File: config.mk
export PLATFORM = sky130hd
export DESIGN_NAME = shake_detector_peak_tracker
export DESIGN_NICKNAME = d
export VERILOG_FILES = /design/src/design/sdpt_pkg.sv /design/src/design/sdpt_axis.sv /design/src/design/shake_detector_peak_tracker.sv
export SDC_FILE = /design/constraint.sdc
export NUM_CORES = 1
export LEC_CHECK = 0
export ABC_AREA = 1
export BUFFER_PORTS_ARGS = -buffer_cell sky130_fd_sc_hd__buf_2
export CORE_ASPECT_RATIO = 1.1
export CORE_MARGIN = 1.5
export CORE_UTILIZATION = 68
export DETAILED_ROUTE_END_ITERATION = 10
export PLACE_DENSITY = 0.88
export SYNTH_ARGS = -nofsm -noshare
export SYNTH_HDL_FRONTEND = slang
export SYNTH_SLANG_ARGS = --single-unit
File: constraint.sdc
create_clock -name clk -period 20.7 [get_ports clk]
set_input_delay 3.105 -clock clk [delete_from_list [all_inputs] [get_ports clk]]
set_output_delay 3.105 -clock clk [all_outputs]
set_load 0.01 [all_outputs]
File: src/design/sdpt_pkg.sv
// Package for the shake detector: widths, register indexes, reset values and shared types.
package sdpt_pkg;

    // Field widths
    localparam int SAMPLE_W  = 16;
    localparam int AGE_W     = 7;
    localparam int LIMIT_W   = 6;
    localparam int THRESH_W  = 16;
    localparam int TALLY_W   = 8;
    localparam int MAX_AXES  = 3;
    localparam int IN_DATA_W = 48;
    localparam int OUT_DATA_W = 16;
    localparam int CFG_IDX_W = 2;
    localparam int CFG_DATA_W = 16;

    // Configuration register indexes
    localparam logic [CFG_IDX_W-1:0] REG_AGE_LIMIT    = 2'd0;
    localparam logic [CFG_IDX_W-1:0] REG_SPREAD_THRESH = 2'd1;
    localparam logic [CFG_IDX_W-1:0] REG_SHAKE_MIN    = 2'd2;

    // Register reset values
    localparam logic [LIMIT_W-1:0]  AGE_LIMIT_RST = 6'd25;
    localparam logic [THRESH_W-1:0] THRESH_RST    = 16'd25000;
    localparam logic [TALLY_W-1:0]  SHAKE_MIN_RST = 8'd3;

    // Age code of a peak that holds nothing yet
    localparam logic [AGE_W-1:0] AGE_EMPTY = 7'h7F;
    // Highest age a live peak can hold
    localparam logic [AGE_W-1:0] AGE_LIVE_MAX = 7'd64;
    localparam logic [TALLY_W-1:0] TALLY_MAX = 8'hFF;

    // Per-axis status handed to the tally logic
    typedef struct packed {
        logic expired;  // a peak expired this sample; clears the tally
        logic over;     // spread after update is above the threshold
    } axis_status_t;

endpackage

File: src/design/sdpt_axis.sv
// One axis of the shake detector: high and low peak update and spread compare.
module sdpt_axis
(
    input  logic signed [sdpt_pkg::SAMPLE_W-1:0] sample,
    input  logic signed [sdpt_pkg::SAMPLE_W-1:0] peak_high,
    input  logic signed [sdpt_pkg::SAMPLE_W-1:0] peak_low,
    input  logic        [sdpt_pkg::AGE_W-1:0]    high_age,
    input  logic        [sdpt_pkg::AGE_W-1:0]    low_age,
    input  logic        [sdpt_pkg::LIMIT_W-1:0]  age_limit,
    input  logic        [sdpt_pkg::THRESH_W-1:0] spread_threshold,
    output logic signed [sdpt_pkg::SAMPLE_W-1:0] peak_high_next,
    output logic signed [sdpt_pkg::SAMPLE_W-1:0] peak_low_next,
    output logic        [sdpt_pkg::AGE_W-1:0]    high_age_next,
    output logic        [sdpt_pkg::AGE_W-1:0]    low_age_next,
    output sdpt_pkg::axis_status_t               status
);

    logic [sdpt_pkg::AGE_W-1:0] limit_ext;
    logic high_empty;
    logic low_empty;
    logic high_expired;
    logic low_expired;
    logic high_take;
    logic low_take;
    logic signed [sdpt_pkg::SAMPLE_W:0] spread;

    assign limit_ext = {1'b0, age_limit};

    // Peak expiry and replacement
    assign high_empty   = (high_age == sdpt_pkg::AGE_EMPTY);
    assign low_empty    = (low_age == sdpt_pkg::AGE_EMPTY);
    assign high_expired = !high_empty && (high_age > limit_ext);
    assign low_expired  = !low_empty && (low_age > limit_ext);
    assign high_take    = (peak_high < sample) || high_empty || high_expired;
    assign low_take     = (sample < peak_low) || low_empty || low_expired;

    assign peak_high_next = high_take ? sample : peak_high;
    assign peak_low_next  = low_take ? sample : peak_low;
    assign high_age_next  = high_take ? '0 : high_age + 7'd1;
    assign low_age_next   = low_take ? '0 : low_age + 7'd1;

    // Spread is 17 bits wide so it never wraps
    assign spread = {peak_high_next[sdpt_pkg::SAMPLE_W-1], peak_high_next}
                  - {peak_low_next[sdpt_pkg::SAMPLE_W-1], peak_low_next};

    assign status.expired = high_expired || low_expired;
    assign status.over    = !spread[sdpt_pkg::SAMPLE_W]
                          && (spread[sdpt_pkg::SAMPLE_W-1:0] > spread_threshold);

endmodule

File: src/design/shake_detector_peak_tracker.sv
// Top level of the shake detector with per-axis windowed peak tracking.
//
// Input stream: one transaction per accelerometer sample, tdata holds
// accel_x, accel_y, accel_z (16-bit two's complement each, x lowest).
// Output stream: one transaction per sample, tdata holds shake_detected
// (bit 0) and the shake tally after the sample (bits 8:1).
// Configuration: cfg_we writes cfg_data into the register at cfg_index
// (0 age limit, 1 spread threshold, 2 shake count minimum); write only
// while no sample is in flight.
// The sample is captured in an input register, then all axis updates and
// the tally chain run combinationally into the result register. Throughput
// is one sample per cycle while the receiver accepts results, set by that
// single compute stage.
// Reset clears the peaks, marks every peak empty, zeroes the tally and
// loads the register defaults. When the receiver stalls the result is
// held; the input register still takes one more sample, then s_axis_tready
// drops until the result moves.
module shake_detector_peak_tracker
#(
    parameter int AXES = 3
)
(
    input  logic                               clk,
    input  logic                               rst_n,
    // Input samples
    input  logic                               s_axis_tvalid,
    output logic                               s_axis_tready,
    // tdata: accel_x[15:0], accel_y[31:16], accel_z[47:32]
    input  logic [sdpt_pkg::IN_DATA_W-1:0]     s_axis_tdata,
    // Results
    output logic                               m_axis_tvalid,
    input  logic                               m_axis_tready,
    // tdata: shake_detected[0], shake_tally[8:1], zero [15:9]
    output logic [sdpt_pkg::OUT_DATA_W-1:0]    m_axis_tdata,
    // Configuration writes
    input  logic                               cfg_we,
    input  logic [sdpt_pkg::CFG_IDX_W-1:0]     cfg_index,
    input  logic [sdpt_pkg::CFG_DATA_W-1:0]    cfg_data
);

    // Configuration registers
    logic [sdpt_pkg::LIMIT_W-1:0]  age_limit_reg;
    logic [sdpt_pkg::THRESH_W-1:0] spread_threshold_reg;
    logic [sdpt_pkg::TALLY_W-1:0]  shake_count_min_reg;

    // Pipeline registers
    logic                           in_valid_reg;
    logic [sdpt_pkg::IN_DATA_W-1:0] in_data_reg;
    logic                           out_valid_reg;
    logic                           out_detected_reg;
    logic [sdpt_pkg::TALLY_W-1:0]   out_tally_reg;
    logic                           advance;

    // Tracker state
    logic signed [sdpt_pkg::SAMPLE_W-1:0] peak_high_reg [AXES];
    logic signed [sdpt_pkg::SAMPLE_W-1:0] peak_low_reg  [AXES];
    logic        [sdpt_pkg::AGE_W-1:0]    high_age_reg  [AXES];
    logic        [sdpt_pkg::AGE_W-1:0]    low_age_reg   [AXES];
    logic        [sdpt_pkg::TALLY_W-1:0]  tally_reg;

    logic signed [sdpt_pkg::SAMPLE_W-1:0] peak_high_next [AXES];
    logic signed [sdpt_pkg::SAMPLE_W-1:0] peak_low_next  [AXES];
    logic        [sdpt_pkg::AGE_W-1:0]    high_age_next  [AXES];
    logic        [sdpt_pkg::AGE_W-1:0]    low_age_next   [AXES];
    sdpt_pkg::axis_status_t               status [AXES];
    logic        [sdpt_pkg::TALLY_W-1:0]  tally_next;
    logic                                 fired_next;

    // Handshake: compute stage moves when the result register is free or drains
    assign advance       = in_valid_reg && (!out_valid_reg || m_axis_tready);
    assign s_axis_tready = !in_valid_reg || advance;
    assign m_axis_tvalid = out_valid_reg;
    assign m_axis_tdata  = {7'd0, out_tally_reg, out_detected_reg};

    // Configuration write port
    always_ff @(posedge clk or negedge rst_n)
    begin
        if (!rst_n)
        begin
            age_limit_reg        <= sdpt_pkg::AGE_LIMIT_RST;
            spread_threshold_reg <= sdpt_pkg::THRESH_RST;
            shake_count_min_reg  <= sdpt_pkg::SHAKE_MIN_RST;
        end
        else if (cfg_we)
        begin
            unique case (cfg_index)
                sdpt_pkg::REG_AGE_LIMIT:
                    age_limit_reg <= cfg_data[sdpt_pkg::LIMIT_W-1:0];
                sdpt_pkg::REG_SPREAD_THRESH:
                    spread_threshold_reg <= cfg_data;
                sdpt_pkg::REG_SHAKE_MIN:
                    shake_count_min_reg <= cfg_data[sdpt_pkg::TALLY_W-1:0];
                default:
                    ;
            endcase
        end
    end

    // Input register
    always_ff @(posedge clk or negedge rst_n)
    begin
        if (!rst_n)
        begin
            in_valid_reg <= 1'b0;
        end
        else if (s_axis_tready)
        begin
            in_valid_reg <= s_axis_tvalid;
        end
    end

    always_ff @(posedge clk)
    begin
        if (s_axis_tvalid && s_axis_tready)
        begin
            in_data_reg <= s_axis_tdata;
        end
    end

    // Per-axis peak units
    for (genvar a = 0; a < AXES; a++)
    begin : g_axis
        sdpt_axis u_axis
        (
            .sample           (in_data_reg[a*sdpt_pkg::SAMPLE_W +: sdpt_pkg::SAMPLE_W]),
            .peak_high        (peak_high_reg[a]),
            .peak_low         (peak_low_reg[a]),
            .high_age         (high_age_reg[a]),
            .low_age          (low_age_reg[a]),
            .age_limit        (age_limit_reg),
            .spread_threshold (spread_threshold_reg),
            .peak_high_next   (peak_high_next[a]),
            .peak_low_next    (peak_low_next[a]),
            .high_age_next    (high_age_next[a]),
            .low_age_next     (low_age_next[a]),
            .status           (status[a])
        );
    end

    // Tally chain through the axes in order x, y, z
    always_comb
    begin
        tally_next = tally_reg;
        fired_next = 1'b0;
        for (int a = 0; a < AXES; a++)
        begin
            if (status[a].expired)
            begin
                tally_next = '0;
            end
            if (status[a].over && (tally_next != sdpt_pkg::TALLY_MAX))
            begin
                tally_next = tally_next + 8'd1;
            end
            if (tally_next >= shake_count_min_reg)
            begin
                fired_next = 1'b1;
                tally_next = '0;
            end
        end
    end

    // Tracker state update
    always_ff @(posedge clk or negedge rst_n)
    begin
        if (!rst_n)
        begin
            tally_reg <= '0;
            for (int a = 0; a < AXES; a++)
            begin
                peak_high_reg[a] <= '0;
                peak_low_reg[a]  <= '0;
                high_age_reg[a]  <= sdpt_pkg::AGE_EMPTY;
                low_age_reg[a]   <= sdpt_pkg::AGE_EMPTY;
            end
        end
        else if (advance)
        begin
            tally_reg <= tally_next;
            for (int a = 0; a < AXES; a++)
            begin
                peak_high_reg[a] <= peak_high_next[a];
                peak_low_reg[a]  <= peak_low_next[a];
                high_age_reg[a]  <= high_age_next[a];
                low_age_reg[a]   <= low_age_next[a];
            end
        end
    end

    // Result register
    always_ff @(posedge clk or negedge rst_n)
    begin
        if (!rst_n)
        begin
            out_valid_reg <= 1'b0;
        end
        else if (advance)
        begin
            out_valid_reg <= 1'b1;
        end
        else if (m_axis_tready)
        begin
            out_valid_reg <= 1'b0;
        end
    end

    always_ff @(posedge clk)
    begin
        if (advance)
        begin
            out_detected_reg <= fired_next;
            out_tally_reg    <= tally_next;
        end
    end

`ifndef ASSERT_OFF
    // A stalled result stays valid and unchanged
    a_result_held: assert property (@(posedge clk) disable iff (!rst_n)
        (m_axis_tvalid && !m_axis_tready) |=> (m_axis_tvalid && $stable(m_axis_tdata)))
        else $error("result dropped or changed while stalled");

    // A full input stage behind a stalled result must block new samples
    a_stall_blocks_input: assert property (@(posedge clk) disable iff (!rst_n)
        (in_valid_reg && out_valid_reg && !m_axis_tready) |-> !s_axis_tready)
        else $error("input accepted while both stages are full and stalled");

    // The tally register follows the result just produced
    a_tally_matches_out: assert property (@(posedge clk) disable iff (!rst_n)
        advance |=> (out_tally_reg == tally_reg))
        else $error("result tally differs from stored tally");

    // A live peak never ages past one beyond the largest limit
    for (genvar a = 0; a < AXES; a++)
    begin : g_age_chk
        a_age_range: assert property (@(posedge clk) disable iff (!rst_n)
            ((high_age_reg[a] <= sdpt_pkg::AGE_LIVE_MAX)
                || (high_age_reg[a] == sdpt_pkg::AGE_EMPTY))
            && ((low_age_reg[a] <= sdpt_pkg::AGE_LIVE_MAX)
                || (low_age_reg[a] == sdpt_pkg::AGE_EMPTY)))
            else $error("peak age out of range");
    end
`endif

endmodule

Yosys cells after proc, flatten, opt, wreduce, memory -nomap -nowiden
Index checks and enable logic that the tools add are counted.
Operators by class
  div/mod/pow operators: 0
  add/sub/neg operators: 12
  bitwise gates (word level): 0
  reduce and logical (&&, ||, !) cells: 48
  multiplexer cells: 24
  shift-type cells: 0
  multiply operators: 0
  magnitude comparators: 18
  equal/unequal tests: 11
Operators with widths (count)
  $lt 16x16->1: 6
  $mux 16: 6
  $mux 8: 9
  $sub 16x16->17: 3
  $gt 16x16->1: 3
  $add 7x1->7 const B: 6
  $eq 7x7->1 const B: 6
  $gt 7x6->1: 6
  $mux 7: 6
  $add 8x1->8 const B: 3
  $ge 8x8->1: 3
  $ne 8x8->1 const B: 3
  $logic_or 1x1->1: 17
  $logic_and 1x1->1: 14
  $logic_not 1->1: 11
  $reduce_and 2->1: 3
  $mux 1: 3
  $eq 2x1->1 const B: 1
  $eq 2x2->1 const B: 1
  $logic_not 2->1: 1
  $reduce_bool 2->1: 1
  $reduce_or 2->1: 1
Storage, ports and cells
  memories: 0
  word-level logic and storage cells: 134
  latch bits: 0
  ROM bits: 0
  flip-flop bits (word level): 235
  memory bits (writable): 0
  output and inout port bits: 18

Longest topological paths before layout
Gate-level depths: netlist (run 1).
  depth in word-level cells: 24
  gate-level depth with buffers: 90

Modules after synthesis
Synthesis (run 1) repeated with hierarchy kept, for this count alone.
Unflattened totals
  cell total of the unflattened synthesis: 2826
  area, all modules: 20116.8 um2
Modules (own cells, without submodules)
  shake_detector_peak_tracker: times used 1, area an instance 10369.9 um2, cells each 1118
  sdpt_axis at g_axis[0].u_axis ...: times used 2, area an instance 3260.6 um2, cells each 572
  sdpt_axis at g_axis[1].u_axis: times used 1, area an instance 3225.6 um2, cells each 564

Worst setup path before layout (run 1)
OpenSTA, ideal clock, no wires.
  path kind: register to register
  start point: reg age_limit_reg[4] in the netlist's numbering
  end point: reg out_tally_reg[2] in the netlist's numbering, data pin
  period minus slack after synthesis: 12.077 ns
  path buffers: 2
  stages on the path, launching flop included: 77
  data arrival time: 11.822 ns
  required time: 20.445 ns
  setup time: 0.255 ns
  path slack: 8.623 ns
  cell sequence: dfstp_2 > inv_1 > ha_1 > a21o_1 > a211oi_1 > nand2_1 > nand2_1 > nand3_2 > clkinv_1 > clkbuf_1 > o21ai_0 > ha_1 > a21oi_1 > o21ai_0 > o21ai_0 > o211ai_1 > o21ai_0 > o221ai_1 > (+41 left out) > inv_1 > nor2_1 > inv_1 > nor2_1 > ha_1 > nand3_2 > nor2_4 > nand2_4 > nand2_1 > xor2_1 > inv_1 > ha_1 > nand2_1 > nor2_1 > nand4_1 > and3_1 > buf_2 > and2_1
Between the ends
  cells in the longest elaborated chain, start to end: 23
Ends and longest elaborated chain
  start, declared: RTL line shake_detector_peak_tracker.sv:42  | logic [sdpt_pkg::LIMIT_W-1:0] age_limit_reg;
  start signal, assigned: RTL line shake_detector_peak_tracker.sv:80  | age_limit_reg <= sdpt_pkg::AGE_LIMIT_RST;
  start signal, assigned: RTL line shake_detector_peak_tracker.sv:88  | age_limit_reg <= cfg_data[sdpt_pkg::LIMIT_W-1:0];
  $gt 7x6->1 (*): RTL line sdpt_axis.sv:32  | assign high_expired = !high_empty && (high_age > limit_ext);
  $logic_and 1x1->1 (*): RTL line sdpt_axis.sv:32
  $logic_or 1x1->1 (*): RTL line sdpt_axis.sv:34  | assign high_take = (peak_high < sample) || high_empty || high_expired;
  $mux 16 (*): RTL line sdpt_axis.sv:37  | assign peak_high_next = high_take ? sample : peak_high;
  net g_axis[0].u_axis.peak_high_next, one bit: RTL line sdpt_axis.sv:11  | output logic signed [sdpt_pkg::SAMPLE_W-1:0] peak_high_next,
  $sub 16x16->17 (*): RTL line sdpt_axis.sv:44  | - {peak_low_next[sdpt_pkg::SAMPLE_W-1], peak_low_next};
  $gt 16x16->1 / $logic_not 1->1 (equally long branches): RTL line sdpt_axis.sv:48, sdpt_axis.sv:47
  $logic_and 1x1->1 (*): RTL line sdpt_axis.sv:48  | && (spread[sdpt_pkg::SAMPLE_W-1:0] > spread_threshold);
  (+8 left out)
  $ge 8x8->1: RTL line shake_detector_peak_tracker.sv:155  | if (tally_next >= shake_count_min_reg)
  $mux 8 (*): RTL line shake_detector_peak_tracker.sv:155
  $mux 8 (*): RTL line shake_detector_peak_tracker.sv:147  | if (status[a].expired)
  branches (longest 2 deep; another with $add 8x1->8)
  $mux 8 (*): RTL line shake_detector_peak_tracker.sv:151  | if (status[a].over && (tally_next != sdpt_pkg::TALLY_MAX))
  $ge 8x8->1: RTL line shake_detector_peak_tracker.sv:155
  $mux 8 (*): RTL line shake_detector_peak_tracker.sv:155
  net tally_next, one bit: RTL line shake_detector_peak_tracker.sv:66  | logic [sdpt_pkg::TALLY_W-1:0] tally_next;
  end signal, assigned: RTL line shake_detector_peak_tracker.sv:212  | out_tally_reg <= tally_next;
  end, declared: RTL line shake_detector_peak_tracker.sv:51  | logic [sdpt_pkg::TALLY_W-1:0] out_tally_reg;
Mark *: on every way through the listed nets, which the timed path passes.
A chain may end at the register's enable or synchronous reset.

Worst setup path in the final report (run 1)
  start point: reg age_limit_reg[4] in the netlist's numbering
  end point: reg out_tally_reg[0] in the netlist's numbering, data pin
The elaborated chain is that of the path after synthesis.

==> results.toml, run 1 <==
[die]
coreArea_um2 = 26070
die_y_um = 173.6
die_area_um2 = 27430
die_w_um = 158.1
start_util = 0.6899
io_pins = 89
num_rows = 62

[setup_path]
path_max_fanout = 26
rrSetupSlack_ns = 6.32
rr_startpoint = "age_limit_reg[4]"
slowest_delay_ns = 0.57
r2r_cells = 77
required_ns = 21.09
critical_path_class = "register to register"
slowest_stage = "o21ai_0"
start_kind = "register"
cp.arrival_ns = 14.77
reg2reg_to = "out_tally_reg[0]"
endpoint_kind = "register"

[drt]
drt_iter0_markers = 1113
met3WireLength_um = 2600
highest_layer = "met5"
drc = 0
routed_wl_um = 45560
ant_nets = 0
via_per_inst = 5.882
drt_pass1_iterations = 5
dr_wl_met2_um = 22190
wl_per_cell_um = 16.78
via_count = 15980
wl_met1_um = 18370

[clock_network]
cts_tree = "yes"
cts.repair.resized = 0
postCtsSetupBuffers = 0
cts_sinks = 235
htree_levels = 1
clk_pin_slew_worst_paths_ns = 0.06
clock_path_buffers = 3
postCtsHoldBufs = 0
numCtsBuffers = 26
clk_latency_ns = 0.54
cts_root_buf = "clkbuf_16"

[hold_path]
hold_depth = 2
hold_path.class = "register to register"
hp-start = "spread_threshold_reg[5]"
worst_hold_path.endpoint = "spread_threshold_reg[5]"

[sta]
rsz0062_at_grt = "false"
max_freq_ghz = 0.06956
skew_ns = 0.009782
setup_viol = 0
tightest_slew_ns = 1.335
max_slew_margin = 0.1089
hold_viol_final = 0
min_period_over_period = 0.6945
setup_tns_ns = 0
fin_crit_ns = 14.38
slew_viol_final = 0

[global_route]
antenna_found_initial = 1
overflow = 0
grtUsageTotal = 0.3389
grt_first_pass_wirelength_um = 75000
grt_max_degree = 66
grt_pass1_vias = 16090

[cells_and_area]
area_delta_synth_final_pct = 8.753
layout-drive-gt1-share = 0.1028
final_cell_mix = "nand2_1 (504), inv_1 (319), o21ai_0 (253)"
nNetsFinal = 2670
fin_cells = 2716
antenna_cells = 0
layout_commonest_cell = "nand2_1"

[placement]
routabilityCongestion = 0.8978
port_buffers = 81
place_hpwl_um = 33290
place_inst = 2668

[logic_synthesis]
synth-main-ff-cell = "dfrtp_1"
netlist_top_cells_area = "ha_1 (18%), dfrtp_1 (17%), nand2_1 (11%)"
synth_seq_area_share = 0.3466
yosysTopAreaCellShare = 0.1753
syn-cell-area_um2 = 17980
synth_warnings = 0
synth_edf_count = 57
yosys.cell_types.count = 60
synth_cells = 2278
ys_ff_latch = 235
syn_area_per_cell_um2 = 7.894
async_flop_share = 0.7574
yosysTopAreaCell = "ha_1"

[run_status]
status = "finished clean"

[job]
cap_viol_max_count = 0
cells in the mapped netlist (16+ instances only):
library cell / instances
o21bai_1: 16
clkbuf_1: 44
xor2_1: 55
o21ai_0: 253
dfstp_2: 53
nand2_1: 504
edfxtp_1: 57
xnor2_1: 23
dfrtp_1: 125
nor2_1: 129
ha_1: 252
nor3_1: 28
a21oi_1: 131
inv_1: 320
nand4_1: 46
nand3_1: 81
per-layer routing:
layer / vias to the layer above / global-route usage
met1: 7531 / 0.4090
li1: 7725 / -
met3: 159 / 0.04600
met4: 2 / 0.1822
met5: - / 0
met2: 558 / 0.5826
cell type report:
cell class	instances	area [µm²]
multi-input cells	1661	10280
fillers	1924	6509
flip-flops and latches	235	6232
inverters	331	1242
clock buffers	34	721.9
repair buffers	89	471.7
well taps	352	440.4
clock inverters	14	166.4
metrics by stage:
step	utilization	hold slack, ns	worst slack (ns)	instance area (µm²)
6_report	0.7503	0.4887	6.324	19560
5_1_grt	0.7503	0.5178	4.718	19560
4_1_cts	0.7503	0.4885	6.578	19560
3_5_place_dp	0.7162	0.4694	6.644	18670
3_3_place_gp	0.7162	0.4672	7.336	18670
2_1_floorplan	-	0.4491	8.623	18000
worst max-delay path by stage:
stage / from / end / slack [ns] / cells past startpoint
detailed placement: age_limit_reg[4] / out_tally_reg[0] / 6.64 / 76
CTS: age_limit_reg[4] / out_tally_reg[0] / 6.58 / 76
floorplan: age_limit_reg[4] / out_tally_reg[2] / 8.62 / 76
global route: in_data_reg[5] / out_tally_reg[0] / 4.72 / 77
global placement: age_limit_reg[4] / out_tally_reg[1] / 7.34 / 76
finish: age_limit_reg[4] / out_tally_reg[0] / 6.32 / 77
critical path: cells and delay by family (launching register included):
kind,cells,cell delay [ns]
fa+ha+maj,8,2.34
xor+xnor,1,0.16
simple gates,34,5.57
compound gates,21,3.80
buf+inv,13,1.84
flops,1,0.53
cells by family after synthesis:
family                     Yosys count  share of synthesized area
and+or+nand+nor                    854                     0.2102
AOI/OAI and AO/OA                  466                     0.1422
buffers and inverters              388                    0.08322
adders and majority gates          255                     0.1787
DFF                                235                     0.3466
xor gates and xnor gates            79                    0.03890
other                                1                  0.0002085
Power of run 1 is left out: the tool's default activity adds up to more than one toggle a clock period on the data nets, which glitch-free logic cannot reach.
==> run 2: changes to the inputs <==
--- a/config.mk
+++ b/config.mk
@@ -5,13 +5,13 @@
 export SDC_FILE = /design/constraint.sdc
 export NUM_CORES = 1
 export LEC_CHECK = 0
-export ABC_AREA = 1
+export ABC_AREA = 0
 export BUFFER_PORTS_ARGS = -buffer_cell sky130_fd_sc_hd__buf_2
 export CORE_ASPECT_RATIO = 1.1
 export CORE_MARGIN = 1.5
-export CORE_UTILIZATION = 68
+export CORE_UTILIZATION = 57
 export DETAILED_ROUTE_END_ITERATION = 10
-export PLACE_DENSITY = 0.88
+export PLACE_DENSITY = 0.79
 export SYNTH_ARGS = -nofsm -noshare
 export SYNTH_HDL_FRONTEND = slang
 export SYNTH_SLANG_ARGS = --single-unit
==> constraint.sdc (replaced) <==
create_clock -name clk -period 11.6 [get_ports clk]
set_input_delay 1.74 -clock clk [delete_from_list [all_inputs] [get_ports clk]]
set_output_delay 1.74 -clock clk [all_outputs]
set_load 0.01 [all_outputs]
==> run 2 against run 1 <==
Against the previous run: synthesized area increased by 2.2%; final cell count increased by 2.8%; the flow now finishes with violations (negative setup slack); largest cell class unchanged; clock-buffer cell count decreased by 1.
==> results.toml, run 2 <==
[clock_network]
postCtsHoldBufs = 0
clk_pin_slew_worst_paths_ns = 0.06
numCtsBuffers = 27
cts_tree = "yes"
cts_sinks = 235
clk_latency_ns = 0.56
cts_root_buf = "clkbuf_16"
clock_path_buffers = 3
htree_levels = 1

[logic_synthesis]
synth_most_common_cell = "ha_1"
synth-main-ff-cell = "dfrtp_1"
ys_ff_latch = 235
synth_edf_count = 57
yosysTopAreaCellShare = 0.1715
synth.cells.most_frequent = "ha_1 (252), o21ai_0 (181), nand2_1 (176)"
yosys.cell_types.count = 105
async_flop_share = 0.7574
yosysTopAreaCell = "ha_1"
synth_cells = 1972
synth_warnings = 0
syn_area_per_cell_um2 = 9.321
synth_seq_area_share = 0.3391
netlist_top_cells_area = "ha_1 (17%), dfrtp_1 (17%), edfxtp_1 (9.3%)"
syn-cell-area_um2 = 18380

[setup_path]
path_max_fanout = 5
start_kind = "register"
slowest_delay_ns = 0.48
critical_path.most_common_cell = "a21o_1"
required_ns = 12.06
slowest_stage = "or4_4"
cp.arrival_ns = 14.06
cp_top_family = "compound AO/OA/AOI/OAI gates"
endpoint_kind = "register"
cp_num_buf_inv = 5
critical_path_class = "register to register"

[global_route]
grt_max_degree = 91
overflow = 0
grtUsageTotal = 0.3222
grt_first_pass_wirelength_um = 86120
antenna_found_initial = 0
grt_pass1_vias = 17290

[job]
cap_viol_max_count = 0

[drt]
via_per_inst = 6.000
routed_wl_um = 53500
via_count = 16750
ant_nets = 0
drc = 0
drt_pass1_iterations = 5
drt_iter0_markers = 1092
wl_per_cell_um = 19.17

[sta]
min_period_over_period = 1.172
hold_viol_final = 0
fin_crit_ns = 13.59
setup_tns_ns = -32.21
slew_viol_final = 0
tightest_slew_ns = 1.191
max_freq_ghz = 0.07357
max_slew_margin = 0.2032
rsz0062_at_grt = "true"
setup_viol = 17
skew_ns = 0.02046
worst_slack_ns = -1.993

[die]
coreArea_um2 = 31570
num_rows = 68
start_util = 0.5823
die_y_um = 191.3
io_pins = 89
die_area_um2 = 33340
die_w_um = 174.2

[placement]
port_buffers = 81
dpl_cell_area_um2 = 21450
place_hpwl_um = 39670
routabilityCongestion = 0.9793

[cells_and_area]
layout-drive-gt1-share = 0.3049
seq_area_um2 = 6232
final_area_um2 = 22990
multiInputGateArea_um2 = 11800
nNetsFinal = 2677
antenna_cells = 0
area_delta_synth_final_pct = 25.10
final_cell_mix = "buf_4 (321), ha_1 (239), nand2_1 (171)"
nFillCells = 2298
layout_commonest_cell = "buf_4"

[run_status]
violations = "negative setup slack"
status = "finished with violations"

[hold_path]
hold_path.class = "register to register"
[run 2: changes by cell type after synthesis, moves of 22 or more]
cell	change
nand2_1	-328
mux2i_1	+22
xor2_1	-39
mux2_2	+95
nand2b_1	+26
nor2_1	-40
inv_1	-155
a21o_1	+98
and3_1	+25
nand3_1	-28
o21ai_0	-72
[run 2: metal layers]
metal	vias up	track usage	part of all wire
met5	-	0	0
met1	8077	0.3860	0.41
met4	0	0.1499	0.042
met3	153	0.05251	0.061
met2	564	0.5660	0.49
li1	7952	-	-
[run 2: kinds of logic after synthesis]
family,share of synthesized area
other cells,0.0002040
buf+inv,0.05017
mux,0.07161
simple gates,0.1365
fa+ha+maj,0.1760
xor+xnor,0.02137
flops,0.3391
compound gates,0.2051
[run 2: cell type report]
class | instances | share of cell area
inverters | 169 | 0.02797
multi-input cells | 1510 | 0.5131
flip-flops and latches | 235 | 0.2710
repair buffers | 408 | 0.1256
well taps | 420 | 0.02285
clock buffers | 33 | 0.03123
clock inverters | 16 | 0.008162
[run 2: path summary, 6_finish.rpt]
| kind | start | to | slack (ns) | cells after the start |
|---|---|---|---|---|
| hold / removal | low_age_reg[1] | low_age_reg[1] | 0.48 | 2 |
| max in group asynchronous | rst_n | spread_threshold_reg[11] | 8.44 | 3 |
| min in group asynchronous | rst_n | peak_high_reg[22] | 1.29 | 1 |
| hold reg to reg | low_age_reg[1] | low_age_reg[1] | 0.48 | 2 |
| setup / recovery | in_data_reg[15] | tally_reg[5] | -1.99 | 79 |
| setup reg to reg | in_data_reg[15] | tally_reg[5] | -1.99 | 79 |
[run 2: metrics by stage]
step / util / setup slack, ns / hold WS [ns] / instances
finish: 0.7285 / -1.993 / 0.4840 / 2791
global placement: 0.6794 / -1.530 / 0.4641 / 2706
floorplan: - / -1.773 / 0.4509 / 1978
CTS: 0.7190 / -1.811 / 0.4858 / 2777
detailed placement: 0.6794 / -2.066 / 0.4767 / 2706
global route: 0.7285 / -2.645 / 0.5150 / 2791
[run 2: repair_timing]
action,in CTS,in global routing
pin swaps,28,34
buffers inserted,22,14
endpoints found under the setup margin,17,17
gates resized for setup,35,43
[run 2: worst reg2reg max path, delay by kind of cell, from the launching register on]
kind                     cells  cell delay [ns]
AO/OA/AOI/OAI               41             6.64
AND/OR/NAND/NOR             19             2.88
adder cells (fa/ha/maj)      9             2.26
multiplexers                 3             0.61
flip-flops                   1             0.43
buffers and inverters        5             0.41
XOR/XNOR                     2             0.32
Power of run 2 is left out for the same reason.
